File: src/cga_pkg.sv
// Shared types, codes and constants for the clock generator allocator.
// Used by cga_ctrl, cga_datapath and clock_generator_allocator_core.
package cga_pkg;

  localparam int HZ_W       = 26;
  localparam int PID_W      = 6;
  localparam int GEN_W      = 4;
  localparam int IN_DATA_W  = 40;
  localparam int OUT_DATA_W = 32;

  localparam int DEF_GENERATORS = 9;
  localparam int DEF_SLOTS      = 7;
  localparam int LOCKED_GENS    = 3;

  localparam logic [HZ_W-1:0] FAST_SOURCE_HZ = HZ_W'(48000000);
  localparam logic [HZ_W-1:0] SLOW_SOURCE_HZ = HZ_W'(8000000);

  // request actions
  localparam logic [1:0] ACT_ALLOC  = 2'd0;
  localparam logic [1:0] ACT_GIVEN  = 2'd1;
  localparam logic [1:0] ACT_DETACH = 2'd2;

  // result status codes
  localparam logic [1:0] ST_OK           = 2'd0;
  localparam logic [1:0] ST_INVALID      = 2'd1;
  localparam logic [1:0] ST_NO_RESOURCES = 2'd2;

  // commands from controller to datapath
  typedef struct packed {
    logic       load;
    logic       fscan_step;
    logic       pick_match;
    logic       pick_idle;
    logic       pick_given;
    logic       cfg_start;
    logic       halve;
    logic       cfg_write;
    logic       scan_attach;
    logic       scan_detach;
    logic       slot_write;
    logic       respond;
    logic [1:0] resp_status;
  } cmd_t;

  // status from datapath to controller
  typedef struct packed {
    logic [1:0] action;
    logic       given_bad;
    logic       fscan_last;
    logic       match_found;
    logic       idle_ok;
    logic       freq_nonzero;
    logic       halve_done;
    logic       scan_busy;
    logic       slot_hit;
    logic       out_free;
  } sts_t;

  // frequency of a generator after reset
  function automatic logic [HZ_W-1:0] reset_freq(input int unsigned g);
    logic [HZ_W-1:0] f;
    case (g)
      0:       f = FAST_SOURCE_HZ;
      1, 2:    f = SLOW_SOURCE_HZ;
      default: f = '0;
    endcase
    return f;
  endfunction

endpackage

File: src/cga_ctrl.sv
// Sequencing state machine of the clock generator allocator.
// Depends on cga_pkg; drives cga_datapath through cmd_t and reads sts_t.
module cga_ctrl (
  input  logic          clk,
  input  logic          rst,
  input  logic          in_valid,
  output logic          in_ready,
  input  cga_pkg::sts_t sts,
  output cga_pkg::cmd_t cmd
);

  typedef enum logic [3:0] {
    S_IDLE,
    S_DISP,
    S_FSCAN,
    S_DECIDE,
    S_HALVE,
    S_ASTART,
    S_ASCAN,
    S_DSCAN,
    S_RESP
  } state_t;

  state_t     state, state_next;
  logic [1:0] resp_code, resp_code_next;

  assign in_ready = (state == S_IDLE);

  // decode state into datapath commands
  always_comb begin
    cmd            = '0;
    state_next     = state;
    resp_code_next = resp_code;
    case (state)
      S_IDLE: begin
        if (in_valid) begin
          cmd.load   = 1'b1;
          state_next = S_DISP;
        end
      end
      S_DISP: begin
        case (sts.action)
          cga_pkg::ACT_ALLOC: begin
            state_next = S_FSCAN;
          end
          cga_pkg::ACT_GIVEN: begin
            if (sts.given_bad) begin
              resp_code_next = cga_pkg::ST_INVALID;
              state_next     = S_RESP;
            end else if (sts.freq_nonzero) begin
              resp_code_next = cga_pkg::ST_NO_RESOURCES;
              state_next     = S_RESP;
            end else begin
              cmd.pick_given = 1'b1;
              cmd.cfg_start  = 1'b1;
              state_next     = S_HALVE;
            end
          end
          cga_pkg::ACT_DETACH: begin
            cmd.scan_detach = 1'b1;
            state_next      = S_DSCAN;
          end
          default: begin
            resp_code_next = cga_pkg::ST_INVALID;
            state_next     = S_RESP;
          end
        endcase
      end
      S_FSCAN: begin
        cmd.fscan_step = 1'b1;
        if (sts.fscan_last) begin
          state_next = S_DECIDE;
        end
      end
      S_DECIDE: begin
        if (sts.match_found) begin
          cmd.pick_match = 1'b1;
          state_next     = S_ASTART;
        end else if (sts.idle_ok) begin
          cmd.pick_idle = 1'b1;
          cmd.cfg_start = 1'b1;
          state_next    = S_HALVE;
        end else begin
          resp_code_next = cga_pkg::ST_NO_RESOURCES;
          state_next     = S_RESP;
        end
      end
      S_HALVE: begin
        if (sts.halve_done) begin
          cmd.cfg_write = 1'b1;
          state_next    = S_ASTART;
        end else begin
          cmd.halve = 1'b1;
        end
      end
      S_ASTART: begin
        cmd.scan_attach = 1'b1;
        state_next      = S_ASCAN;
      end
      S_ASCAN: begin
        // a full slot table still reports success
        if (!sts.scan_busy) begin
          cmd.slot_write = sts.slot_hit;
          resp_code_next = cga_pkg::ST_OK;
          state_next     = S_RESP;
        end
      end
      S_DSCAN: begin
        if (!sts.scan_busy) begin
          cmd.slot_write = sts.slot_hit;
          resp_code_next = sts.slot_hit ? cga_pkg::ST_OK : cga_pkg::ST_INVALID;
          state_next     = S_RESP;
        end
      end
      S_RESP: begin
        if (sts.out_free) begin
          cmd.respond     = 1'b1;
          cmd.resp_status = resp_code;
          state_next      = S_IDLE;
        end
      end
      default: begin
        state_next = S_IDLE;
      end
    endcase
  end

  // hold state and the pending result code
  always_ff @(posedge clk) begin
    if (rst) begin
      state     <= S_IDLE;
      resp_code <= cga_pkg::ST_OK;
    end else begin
      state     <= state_next;
      resp_code <= resp_code_next;
    end
  end

endmodule

File: src/cga_datapath.sv
// Generator table, slot memory, scan counters and result register.
// Depends on cga_pkg; commanded by cga_ctrl.
module cga_datapath #(
  parameter int GENERATORS          = cga_pkg::DEF_GENERATORS,
  parameter int SLOTS_PER_GENERATOR = cga_pkg::DEF_SLOTS
) (
  input  logic                             clk,
  input  logic                             rst,
  input  logic [cga_pkg::IN_DATA_W-1:0]    in_data,
  input  cga_pkg::cmd_t                    cmd,
  output cga_pkg::sts_t                    sts,
  output logic                             out_valid,
  input  logic                             out_ready,
  output logic [cga_pkg::OUT_DATA_W-1:0]   out_data
);

  localparam int HW  = cga_pkg::HZ_W;
  localparam int PW  = cga_pkg::PID_W;
  localparam int GW  = $clog2(GENERATORS);
  localparam int GCW = $clog2(GENERATORS + 1);
  localparam int SCW = $clog2(SLOTS_PER_GENERATOR + 1);
  localparam int NE  = GENERATORS * SLOTS_PER_GENERATOR;
  localparam int AW  = $clog2(NE);

  // latched request
  logic [1:0]    act;
  logic [PW-1:0] pid;
  logic [HW-1:0] want;
  logic [3:0]    given;

  // generator table
  logic [HW-1:0]  freq [GENERATORS];
  logic [GCW-1:0] gcnt;
  logic           match_found, idle_found;
  logic [GW-1:0]  match_g, idle_g, sel_g;
  logic [HW-1:0]  fpick, granted;

  // slot memory with per-entry valid bits
  logic [PW-1:0] slot_mem [NE];
  logic [NE-1:0] slot_vld;

  // slot scan: issue and check stages
  logic           iv, det;
  logic [AW-1:0]  ia;
  logic [GW-1:0]  ig;
  logic [SCW-1:0] scnt;
  logic           cv, rvb;
  logic [GW-1:0]  cg;
  logic [AW-1:0]  caddr;
  logic [PW-1:0]  rdata;
  logic           hit;
  logic [GW-1:0]  hit_g;
  logic [AW-1:0]  hit_addr;

  // result register
  logic [1:0]    o_status;
  logic [3:0]    o_used;
  logic [HW-1:0] o_granted;

  logic [HW-1:0] cur_freq, half;
  logic [PW-1:0] slot_data, slot_target;
  logic          slot_eq, issue_last, cur_locked;
  logic [AW-1:0] base;
  logic          resp_ok;

  assign cur_freq    = freq[gcnt[GW-1:0]];
  assign cur_locked  = (gcnt < GCW'(cga_pkg::LOCKED_GENS));
  assign half        = {1'b0, fpick[HW-1:1]};
  assign slot_data   = rvb ? rdata : '0;
  assign slot_target = det ? pid : '0;
  assign slot_eq     = (slot_data == slot_target);
  assign issue_last  = (scnt == SCW'(SLOTS_PER_GENERATOR - 1)) &&
                       (!det || ig == GW'(GENERATORS - 1));
  assign base        = AW'(sel_g) * AW'(SLOTS_PER_GENERATOR);
  assign resp_ok     = (cmd.resp_status == cga_pkg::ST_OK);

  // status toward the controller
  always_comb begin
    sts              = '0;
    sts.action       = act;
    sts.given_bad    = ({1'b0, given} >= 5'(GENERATORS));
    sts.fscan_last   = (gcnt == GCW'(GENERATORS - 1));
    sts.match_found  = match_found;
    sts.idle_ok      = idle_found && (idle_g != GW'(GENERATORS - 1));
    sts.freq_nonzero = (cur_freq != '0);
    sts.halve_done   = !(half > want);
    sts.scan_busy    = iv || cv;
    sts.slot_hit     = hit;
    sts.out_free     = !out_valid || out_ready;
  end

  // generator frequency table; locked generators keep their setting
  always_ff @(posedge clk) begin
    if (rst) begin
      for (int i = 0; i < GENERATORS; i++) begin
        freq[i] <= cga_pkg::reset_freq(i);
      end
    end else if (cmd.cfg_write && (sel_g >= GW'(cga_pkg::LOCKED_GENS))) begin
      freq[sel_g] <= fpick;
    end
  end

  // slot memory: one write port, one registered read port
  always_ff @(posedge clk) begin
    if (cmd.slot_write) begin
      slot_mem[hit_addr] <= det ? '0 : pid;
    end
    if (iv) begin
      rdata <= slot_mem[ia];
    end
  end

  // request capture, generator scan, frequency pick, slot scan, result
  always_ff @(posedge clk) begin
    if (rst) begin
      slot_vld    <= '0;
      match_found <= 1'b0;
      idle_found  <= 1'b0;
      iv          <= 1'b0;
      cv          <= 1'b0;
      rvb         <= 1'b0;
      det         <= 1'b0;
      hit         <= 1'b0;
      out_valid   <= 1'b0;
      act         <= cga_pkg::ACT_ALLOC;
    end else begin
      // capture request
      if (cmd.load) begin
        act         <= in_data[1:0];
        pid         <= in_data[7:2];
        want        <= in_data[33:8];
        given       <= in_data[37:34];
        gcnt        <= (in_data[1:0] == cga_pkg::ACT_GIVEN) ? GCW'(in_data[37:34]) : '0;
        match_found <= 1'b0;
        idle_found  <= 1'b0;
      end

      // walk generators: first frequency match, first unlocked idle one
      if (cmd.fscan_step) begin
        if (!match_found && cur_freq == want) begin
          match_found <= 1'b1;
          match_g     <= gcnt[GW-1:0];
        end
        if (!idle_found && !cur_locked && cur_freq == '0) begin
          idle_found <= 1'b1;
          idle_g     <= gcnt[GW-1:0];
        end
        if (gcnt != GCW'(GENERATORS - 1)) begin
          gcnt <= gcnt + GCW'(1);
        end
      end

      // choose generator
      if (cmd.pick_match) begin
        sel_g   <= match_g;
        granted <= want;
      end
      if (cmd.pick_idle) begin
        sel_g <= idle_g;
      end
      if (cmd.pick_given) begin
        sel_g <= gcnt[GW-1:0];
      end

      // source selection and halving
      if (cmd.cfg_start) begin
        fpick <= (want > cga_pkg::SLOW_SOURCE_HZ) ? cga_pkg::FAST_SOURCE_HZ
                                                  : cga_pkg::SLOW_SOURCE_HZ;
      end
      if (cmd.halve) begin
        fpick <= half;
      end
      if (cmd.cfg_write) begin
        granted <= fpick;
      end

      // start slot scan
      if (cmd.scan_attach || cmd.scan_detach) begin
        iv   <= 1'b1;
        det  <= cmd.scan_detach;
        ia   <= cmd.scan_detach ? '0 : base;
        ig   <= cmd.scan_detach ? '0 : sel_g;
        scnt <= '0;
        hit  <= 1'b0;
      end

      // issue stage: advance one slot a cycle
      cv <= iv;
      if (iv) begin
        rvb   <= slot_vld[ia];
        cg    <= ig;
        caddr <= ia;
        ia    <= ia + AW'(1);
        if (scnt == SCW'(SLOTS_PER_GENERATOR - 1)) begin
          scnt <= '0;
          ig   <= ig + GW'(1);
        end else begin
          scnt <= scnt + SCW'(1);
        end
        if (issue_last) begin
          iv <= 1'b0;
        end
      end

      // check stage: attach keeps the first empty slot; detach keeps the
      // first match of the highest generator
      if (cv && slot_eq) begin
        if (det) begin
          if (!(hit && hit_g == cg)) begin
            hit      <= 1'b1;
            hit_g    <= cg;
            hit_addr <= caddr;
          end
        end else if (!hit) begin
          hit      <= 1'b1;
          hit_addr <= caddr;
        end
      end

      if (cmd.slot_write) begin
        slot_vld[hit_addr] <= 1'b1;
      end

      // result register
      if (cmd.respond) begin
        out_valid <= 1'b1;
        o_status  <= cmd.resp_status;
        o_used    <= !resp_ok ? 4'd0 : ((act == cga_pkg::ACT_DETACH) ? 4'(hit_g) : 4'(sel_g));
        o_granted <= (resp_ok && act != cga_pkg::ACT_DETACH) ? granted : '0;
      end else if (out_ready) begin
        out_valid <= 1'b0;
      end
    end
  end

  // status, generator, frequency from the lowest bit up
  assign out_data = {o_granted, o_used, o_status};

  a_status_code: assert property (@(posedge clk) disable iff (rst)
    out_valid |-> o_status != 2'd3)
    else $error("result status out of range");

  a_error_clean: assert property (@(posedge clk) disable iff (rst)
    out_valid && o_status != cga_pkg::ST_OK |-> o_used == 4'd0 && o_granted == '0)
    else $error("error result carries generator or frequency");

  a_used_range: assert property (@(posedge clk) disable iff (rst)
    out_valid && o_status == cga_pkg::ST_OK |-> {1'b0, o_used} < 5'(GENERATORS))
    else $error("result generator out of range");

  a_check_follows_issue: assert property (@(posedge clk) disable iff (rst)
    cv |-> $past(iv))
    else $error("slot check without a read issued");

endmodule

File: src/clock_generator_allocator_core.sv
// Clock generator allocator: top level joining controller and datapath.
// Depends on cga_pkg, cga_ctrl and cga_datapath.
//
// Requests enter on s_axis_*; one result per request leaves on m_axis_*.
// Allocate scans the generators one per cycle for a frequency match or the
// lowest unlocked idle one, halves the chosen source one step a cycle, then
// scans that generator's slots one per cycle to attach the peripheral.
// Detach scans every slot of every generator, one per cycle, through the
// slot memory's single read port.
// Allocate skips the halving when a generator already runs at the requested
// frequency; a bad action, or a refused given request, gets its result with no scan.
// One request is worked at a time; the next is taken once the result is
// loaded into the output register, even while that result waits.
// Reset restores the generator table (0 at 48 MHz, 1 and 2 at 8 MHz, all
// three locked) and marks every slot empty at once; no clearing pass.
// When m_axis_tready is low the result holds and the controller waits.
module clock_generator_allocator_core #(
  parameter int GENERATORS          = cga_pkg::DEF_GENERATORS,
  parameter int SLOTS_PER_GENERATOR = cga_pkg::DEF_SLOTS
) (
  input  logic                           clk,
  input  logic                           rst,
  input  logic                           s_axis_tvalid,
  output logic                           s_axis_tready,
  // action[1:0], peripheral_id[7:2], requested_hz[33:8], generator[37:34], zero[39:38]
  input  logic [cga_pkg::IN_DATA_W-1:0]  s_axis_tdata,
  output logic                           m_axis_tvalid,
  input  logic                           m_axis_tready,
  // status[1:0], generator_used[5:2], granted_hz[31:6]
  output logic [cga_pkg::OUT_DATA_W-1:0] m_axis_tdata
);

  cga_pkg::cmd_t cmd;
  cga_pkg::sts_t sts;

  cga_ctrl u_ctrl (
    .clk      (clk),
    .rst      (rst),
    .in_valid (s_axis_tvalid),
    .in_ready (s_axis_tready),
    .sts      (sts),
    .cmd      (cmd)
  );

  cga_datapath #(
    .GENERATORS          (GENERATORS),
    .SLOTS_PER_GENERATOR (SLOTS_PER_GENERATOR)
  ) u_datapath (
    .clk       (clk),
    .rst       (rst),
    .in_data   (s_axis_tdata),
    .cmd       (cmd),
    .sts       (sts),
    .out_valid (m_axis_tvalid),
    .out_ready (m_axis_tready),
    .out_data  (m_axis_tdata)
  );

endmodule
File: config.mk
export PLATFORM = sky130hd
export DESIGN_NAME = clock_generator_allocator_core
export DESIGN_NICKNAME = d
export VERILOG_FILES = /design/src/cga_pkg.sv /design/src/cga_ctrl.sv /design/src/cga_datapath.sv /design/src/clock_generator_allocator_core.sv
export SDC_FILE = /design/constraint.sdc
export NUM_CORES = 1
export LEC_CHECK = 0
export BUFFER_PORTS_ARGS = -buffer_cell sky130_fd_sc_hd__buf_2
export CAP_MARGIN = 20
export CORE_MARGIN = 1
export CORE_UTILIZATION = 60
export CTS_BUF_LIST = sky130_fd_sc_hd__clkbuf_8
export DETAILED_ROUTE_END_ITERATION = 10
export PLACE_DENSITY = 0.77
export SLEW_MARGIN = 5
export SYNTH_ARGS = -nofsm -noshare
export SYNTH_HDL_FRONTEND = slang
export SYNTH_SLANG_ARGS = --single-unit
File: constraint.sdc
create_clock -name clk -period 13.55 [get_ports clk]
set_clock_uncertainty 0.05 [all_clocks]
set_input_delay 1.355 -clock clk [delete_from_list [all_inputs] [get_ports clk]]
set_output_delay 1.355 -clock clk [all_outputs]
set_load 0.05 [all_outputs]
Word-level counts from Yosys, hierarchy flattened

Memories as Yosys holds them, arrays and structs flattened. A register that Yosys moved wholly into a read port is not among the register bits.
Cells that the tools add are included.

Bitwise gates (word level): 3
Reduce and logical (&&, ||, !) cells: 46
Div/mod/pow operators: 0
$lt $le $gt $ge: 8
Multiply operators: 1
Eq/ne operators: 33
Shift-type cells: 0
Add/sub/neg operators: 4
Muxes and demuxes: 105

Operators with widths:

| cell                                                                               | count |
|---|---|
| 26-bit 2-to-1 mux                                                                  | 8 |
| 4-bit 2-to-1 mux                                                                   | 23 |
| 63-bit bitwise OR                                                                  | 1 |
| 6-bit 2-to-1 mux                                                                   | 9 |
| 1-bit 2-to-1 mux                                                                   | 41 |
| 4-bit case mux with 8 select lines                                                 | 1 |
| 26-bit equality test                                                               | 1 |
| 25-bit by 26-bit greater-than comparator with 1-bit output                         | 1 |
| 26-bit by 23-bit greater-than comparator with 1-bit output (second input constant) | 1 |
| 26-bit logical NOT                                                                 | 1 |
| 26-bit nonzero test                                                                | 1 |
| 26-bit OR reduction                                                                | 1 |
| 25-bit 2-to-1 mux                                                                  | 1 |
| 2-bit inequality test (second input constant)                                      | 12 |
| 2-bit 2-to-1 mux                                                                   | 11 |
| 4-bit by 3-bit equality test with 1-bit output (second input constant)             | 4 |
| 3-bit 2-to-1 mux                                                                   | 5 |
| 6-bit by 7-bit < comparator with 1-bit output (second input constant)              | 2 |
| 2-bit AND reduction                                                                | 7 |
| 4-bit equality test (second input constant)                                        | 3 |
| 4-bit inequality test (second input constant)                                      | 3 |
| 4-bit case mux with 3 select lines                                                 | 1 |
| 1-bit logical AND                                                                  | 10 |
| 4-bit by 1-bit adder with 4-bit output (second input constant)                     | 2 |
| 33 further kinds                                                                   | 50 |

Bits in latches: 0
RAM bits: 612
Bits in read-only memories: 0
Input port bits: 44
Word-level logic and storage cells: 234
Flip-flop bits (word level): 248
Output and inout port bits: 34
Memories: 2

Memories:

| name                | depth | width | rd ports | clocked after memory_dff | wr ports | line               | source |
|---|---|---|---|---|---|---|---|
| u_datapath.slot_mem | 63    | 6     | 1        | 1                        | 1        | cga_datapath.sv:39 | `logic [PW-1:0] slot_mem [NE];` |
| u_datapath.freq     | 9     | 26    | 1        | 1                        | 9        | cga_datapath.sv:32 | `logic [HW-1:0] freq [GENERATORS];` |

Depth between registers and ports, before layout

Depth in word-level cells: 9
Mapped depth: 14
Gate-level depth less buffers: 10

Cells and area by module

Synthesis repeated with hierarchy kept, for this count alone.

Cells, all modules: 2753
Area, all modules: 44707.9 µm²

By module, submodules not included:

| module       | instances | cells each | area an instance (µm²) | sequential area each (µm²) |
|---|---|---|---|---|
| cga_datapath | 1         | 2680       | 44164.9                | 30639.4 |
| cga_ctrl     | 1         | 73         | 543.0                  | 120.1 |

Least setup slack after synthesis

OpenSTA, ideal clock, no wires.

Path kind: in2reg
Start: input rst
End: register u_datapath.o_granted[0] (enable)
Required time: 13039 ps
Buffers on the path: 2
Cell stages on the path: 3
Arrival time: 3980 ps
Library setup time: 461 ps
Path slack: 9059 ps
Path through: clkbuf_1 clkbuf_1 nor3_1

Cells in the longest elaborated chain, start to end: 2

Ends and longest elaborated chain:

| item                                 | line                                 | source |
|---|---|---|
| start: declaration                   | clock_generator_allocator_core.sv:22 | `input logic rst,` |
| 1-bit inverter (no source line)      | --                                   |  |
| 2-bit AND reduction (no source line) | --                                   |  |
| end signal: assignment               | cga_datapath.sv:229                  | `o_granted <= (resp_ok && act != cga_pkg::ACT_DETACH) ? granted : '0;` |
| end: declaration                     | cga_datapath.sv:58                   | `logic [HW-1:0] o_granted;` |

No other way between the ends.
A chain may end at the register's enable or synchronous reset.

==> impl_metrics.tcl <==
set metrics [dict create \
    outcome "complete, no violations" \
    die_area_um2 74300 \
    dp_slack_ns 6.79 \
    worstHoldPathType "reg -> reg" \
    cts_resized 0 \
    synth.area.top_cells "edfxtp_1 66%, mux4_2 12%, dfxtp_1 3.8%, and2_1 3.5%, nor2_1 1.8%" \
    dp_cells 3518 \
    p_int_mw 5.54 \
    hp-start "u_datapath.caddr[3]" \
    crit_fanout 45 \
    row_count 98 \
    post-route-drc-count 0 \
    syn_avg_cell_area_um2 16.8 \
    antenna_left 0 \
    ys_seq_elements 1052 \
    start_kind "register" \
    yosysWarnings 0 \
    wl_met3_um 12900 \
    wl_met2_um 48100 \
    path_clk_slew_ns 0.06 \
    drv_cap 0 \
    crit_type "reg -> reg" \
    p_leak_nw 16.7 \
    final_core_util_pct 67.5 \
    cts.sinks 1052 \
    drtPass1Iterations 7 \
    post_cts_buffers 0 \
    grt_pass1_wl_um 156000 \
    cp.arrival_ns 7.17 \
    final_nets 2828 \
    seq_area_frac_synth_pct 70.0 \
    period_needed_ns 6.77 \
    track_usage_pct 28.9 \
    peakVddDrop_mv 0.0988 \
    placed_area_um2 45300 \
    numCtsBuffers 162 \
    nFillCells 4542 \
    overflow 0 \
    ctsRootBufferMaster "clkbuf_8" \
    async_reset_ff_share_pct 0 \
    synth_top_cell_by_area "edfxtp_1" \
    finalMaxSlewViolations 0 \
    synth_most_common_cell "edfxtp_1" \
    critPathCaptureType "register" \
    drt-total-wl_um 105000 \
    htree_levels 4 \
    gp_congestion 0.942 \
    core_area_um2 72000 \
    max_stage_delay_ns 0.95 \
    post_drt_wl_per_cell_um 27.6 \
    antenna_found_initial 4 \
    cts_buffer_depth 3 \
    clock_latency_ns 0.84 \
    grt_pass1_vias 24694 \
    first_iter_violations 3419 \
    synthesis.nets 2703 \
    ctsHoldBuffers 0 \
    fmax_mhz 148 \
    synth_ff_type "edfxtp_1" \
    pin_count 78 \
    crit_slowest_cell "a21oi_4" \
    die_x_um 273 \
    synth_top_area_share_pct 66.2 \
    tightest_slew_ns 1.10 \
    power_frac_clock_pct 34.2 \
    setup_viol 0 \
    num_vias 24739 \
    drive_gt1_share_pct 22.0 \
    met1Wirelength_um 41200 \
    top_layer_used "met5" \
    layout.cells.non_filler 3825 \
    path_cells "buf_4 -> buf_4 -> mux4_2 -> mux2i_1 -> mux2i_1 -> a2111oi_0 -> nor4bb_1 -> nand4_1 -> a21oi_4" \
    syn_to_final_growth_pct 10.6 \
    dp_hpwl_um 63600 \
    synth_common_cells "969 x edfxtp_1, 243 x and2_1, 243 x mux4_2, 207 x nor2_1, 117 x nand2_1" \
    finalSetupTns_ns 0 \
    vias_per_cell 6.47 \
    rsz0062_at_grt "no" \
    cts_tree "done" \
    multi_input_area_um2 12500 \
    grt_max_degree 118 \
    synth_edf_count 969 \
    start_util_pct 61.1 \
    seq_area_um2 30800 \
    synth_cell_types 67 \
    die_y_um 273 \
    io_buffers 75 \
    p_sw_share_pct 27.8 \
    required_ns 13.94 \
    fin_crit_sh_pct 50.0 \
    hold_viol_final 0 \
    powerDensity_nw_per_um2 158 \
    postSynthCellCount 2610 \
    power_frac_seq_pct 49.1 \
    setup_slack_ns 6.78 \
    p_sw_mw 2.14 \
    stdcell_area_um2 48600 \
    netlist_area_um2 43900 \
    combPwrFrac_pct 16.8 \
    slew_headroom_pct 27.0 \
]
logic make-up after synthesis:
group / Yosys count / share of synthesized area, %
muxes: 296 / 13.7
buffers and inverters: 210 / 1.97
adders and majority gates: 49 / 1.46
DFF: 1052 / 70.0
xor gates and xnor gates: 34 / 0.678
and+or+nand+nor: 748 / 8.84
AOI/OAI and AO/OA: 221 / 3.37
layout by cell type, fill, tap and decap left out, types with 6 or more instances in the layout:
master      n
nand2b_1   29
clkinv_2   14
nor2b_1    22
and3_1     19
o21a_1     30
ha_1       45
and4_1      8
o21ai_0    57
a22oi_1    13
a21oi_1    36
a21boi_0    6
nand4_1    10
clkbuf_8  183
a211oi_1    7
mux4_2    243
nor3_1     12
clkinv_1   19
and2_1    243
xnor2_1    29
nor2_4      7
buf_2      74
nand3b_1    6
a221oi_1    9
edfxtp_1  969
nor2_1    199
nand2_1   117
dfxtp_1    80
a21o_1      6
nor4_1      8
mux2i_1    42
inv_1     118
nand3_1    28
buf_4      42
mux2_2     10
a22o_1      8
nor2b_4     7
or2_2      11
per-layer routing:
layer	vias to the layer above	track usage, %
met4	2	10.3
met2	1620	43.0
met5	-	0
met3	256	7.06
met1	12525	42.1
li1	10336	-
flip-flops by register name (all words and copies together), names as in the netlist, 26 cells and up, named ones only:
register,flops
u_datapath.slot_mem,378
u_datapath.want,26
u_datapath.slot_vld,63
u_datapath.o_granted,26
u_datapath.granted,26
u_datapath.freq,416
u_datapath.fpick,26
through the flow:
stage / hold slack, ns / power (mW)
after global placement: 0.351 / 5.07
after floorplan: 0.350 / 4.73
after global routing: 0.381 / 7.92
final: 0.363 / 7.68
after detailed placement: 0.358 / 5.10
after CTS: 0.361 / 7.69
worst paths after layout:
path                       endpoint  slack [ns]  cells after the start
max            u_datapath.fpick[11]        6.78                      9
min reg2reg  u_datapath.hit_addr[3]        0.36                      0
max reg2reg    u_datapath.fpick[11]        6.78                      9
min          u_datapath.hit_addr[3]        0.36                      0
power groups by stage:
stage          Combinational, mW  Clock (mW)  Sequential [mW]
2_1_floorplan              0.971           0             3.76
3_3_place_gp                1.24           0             3.83
3_5_place_dp                1.27           0             3.84
4_1_cts                     1.27        2.64             3.77
5_1_grt                     1.36        2.78             3.78
6_report                    1.29        2.62             3.77
cell type report:
cell class,count,share of cell area [%]
Sequential cell,1052,63.3
Timing Repair Buffer,118,1.47
Multi-Input combinational cell,1348,25.6
Clock buffer,183,5.18
Antenna cell,3,0.0154
Clock inverter,118,1.56
Tap cell,950,2.45
Inverter,53,0.409
critical path, delay by kind of cell, from the launching register on:
family                 cells  cell delay (ns)
AO/OA/AOI/OAI              2             1.53
buffers and inverters      2             1.53
flip-flops                 1             0.69
multiplexers               3             1.01
AND/OR/NAND/NOR            2             1.42
Note: power is estimated with default switching activity, not from simulation.
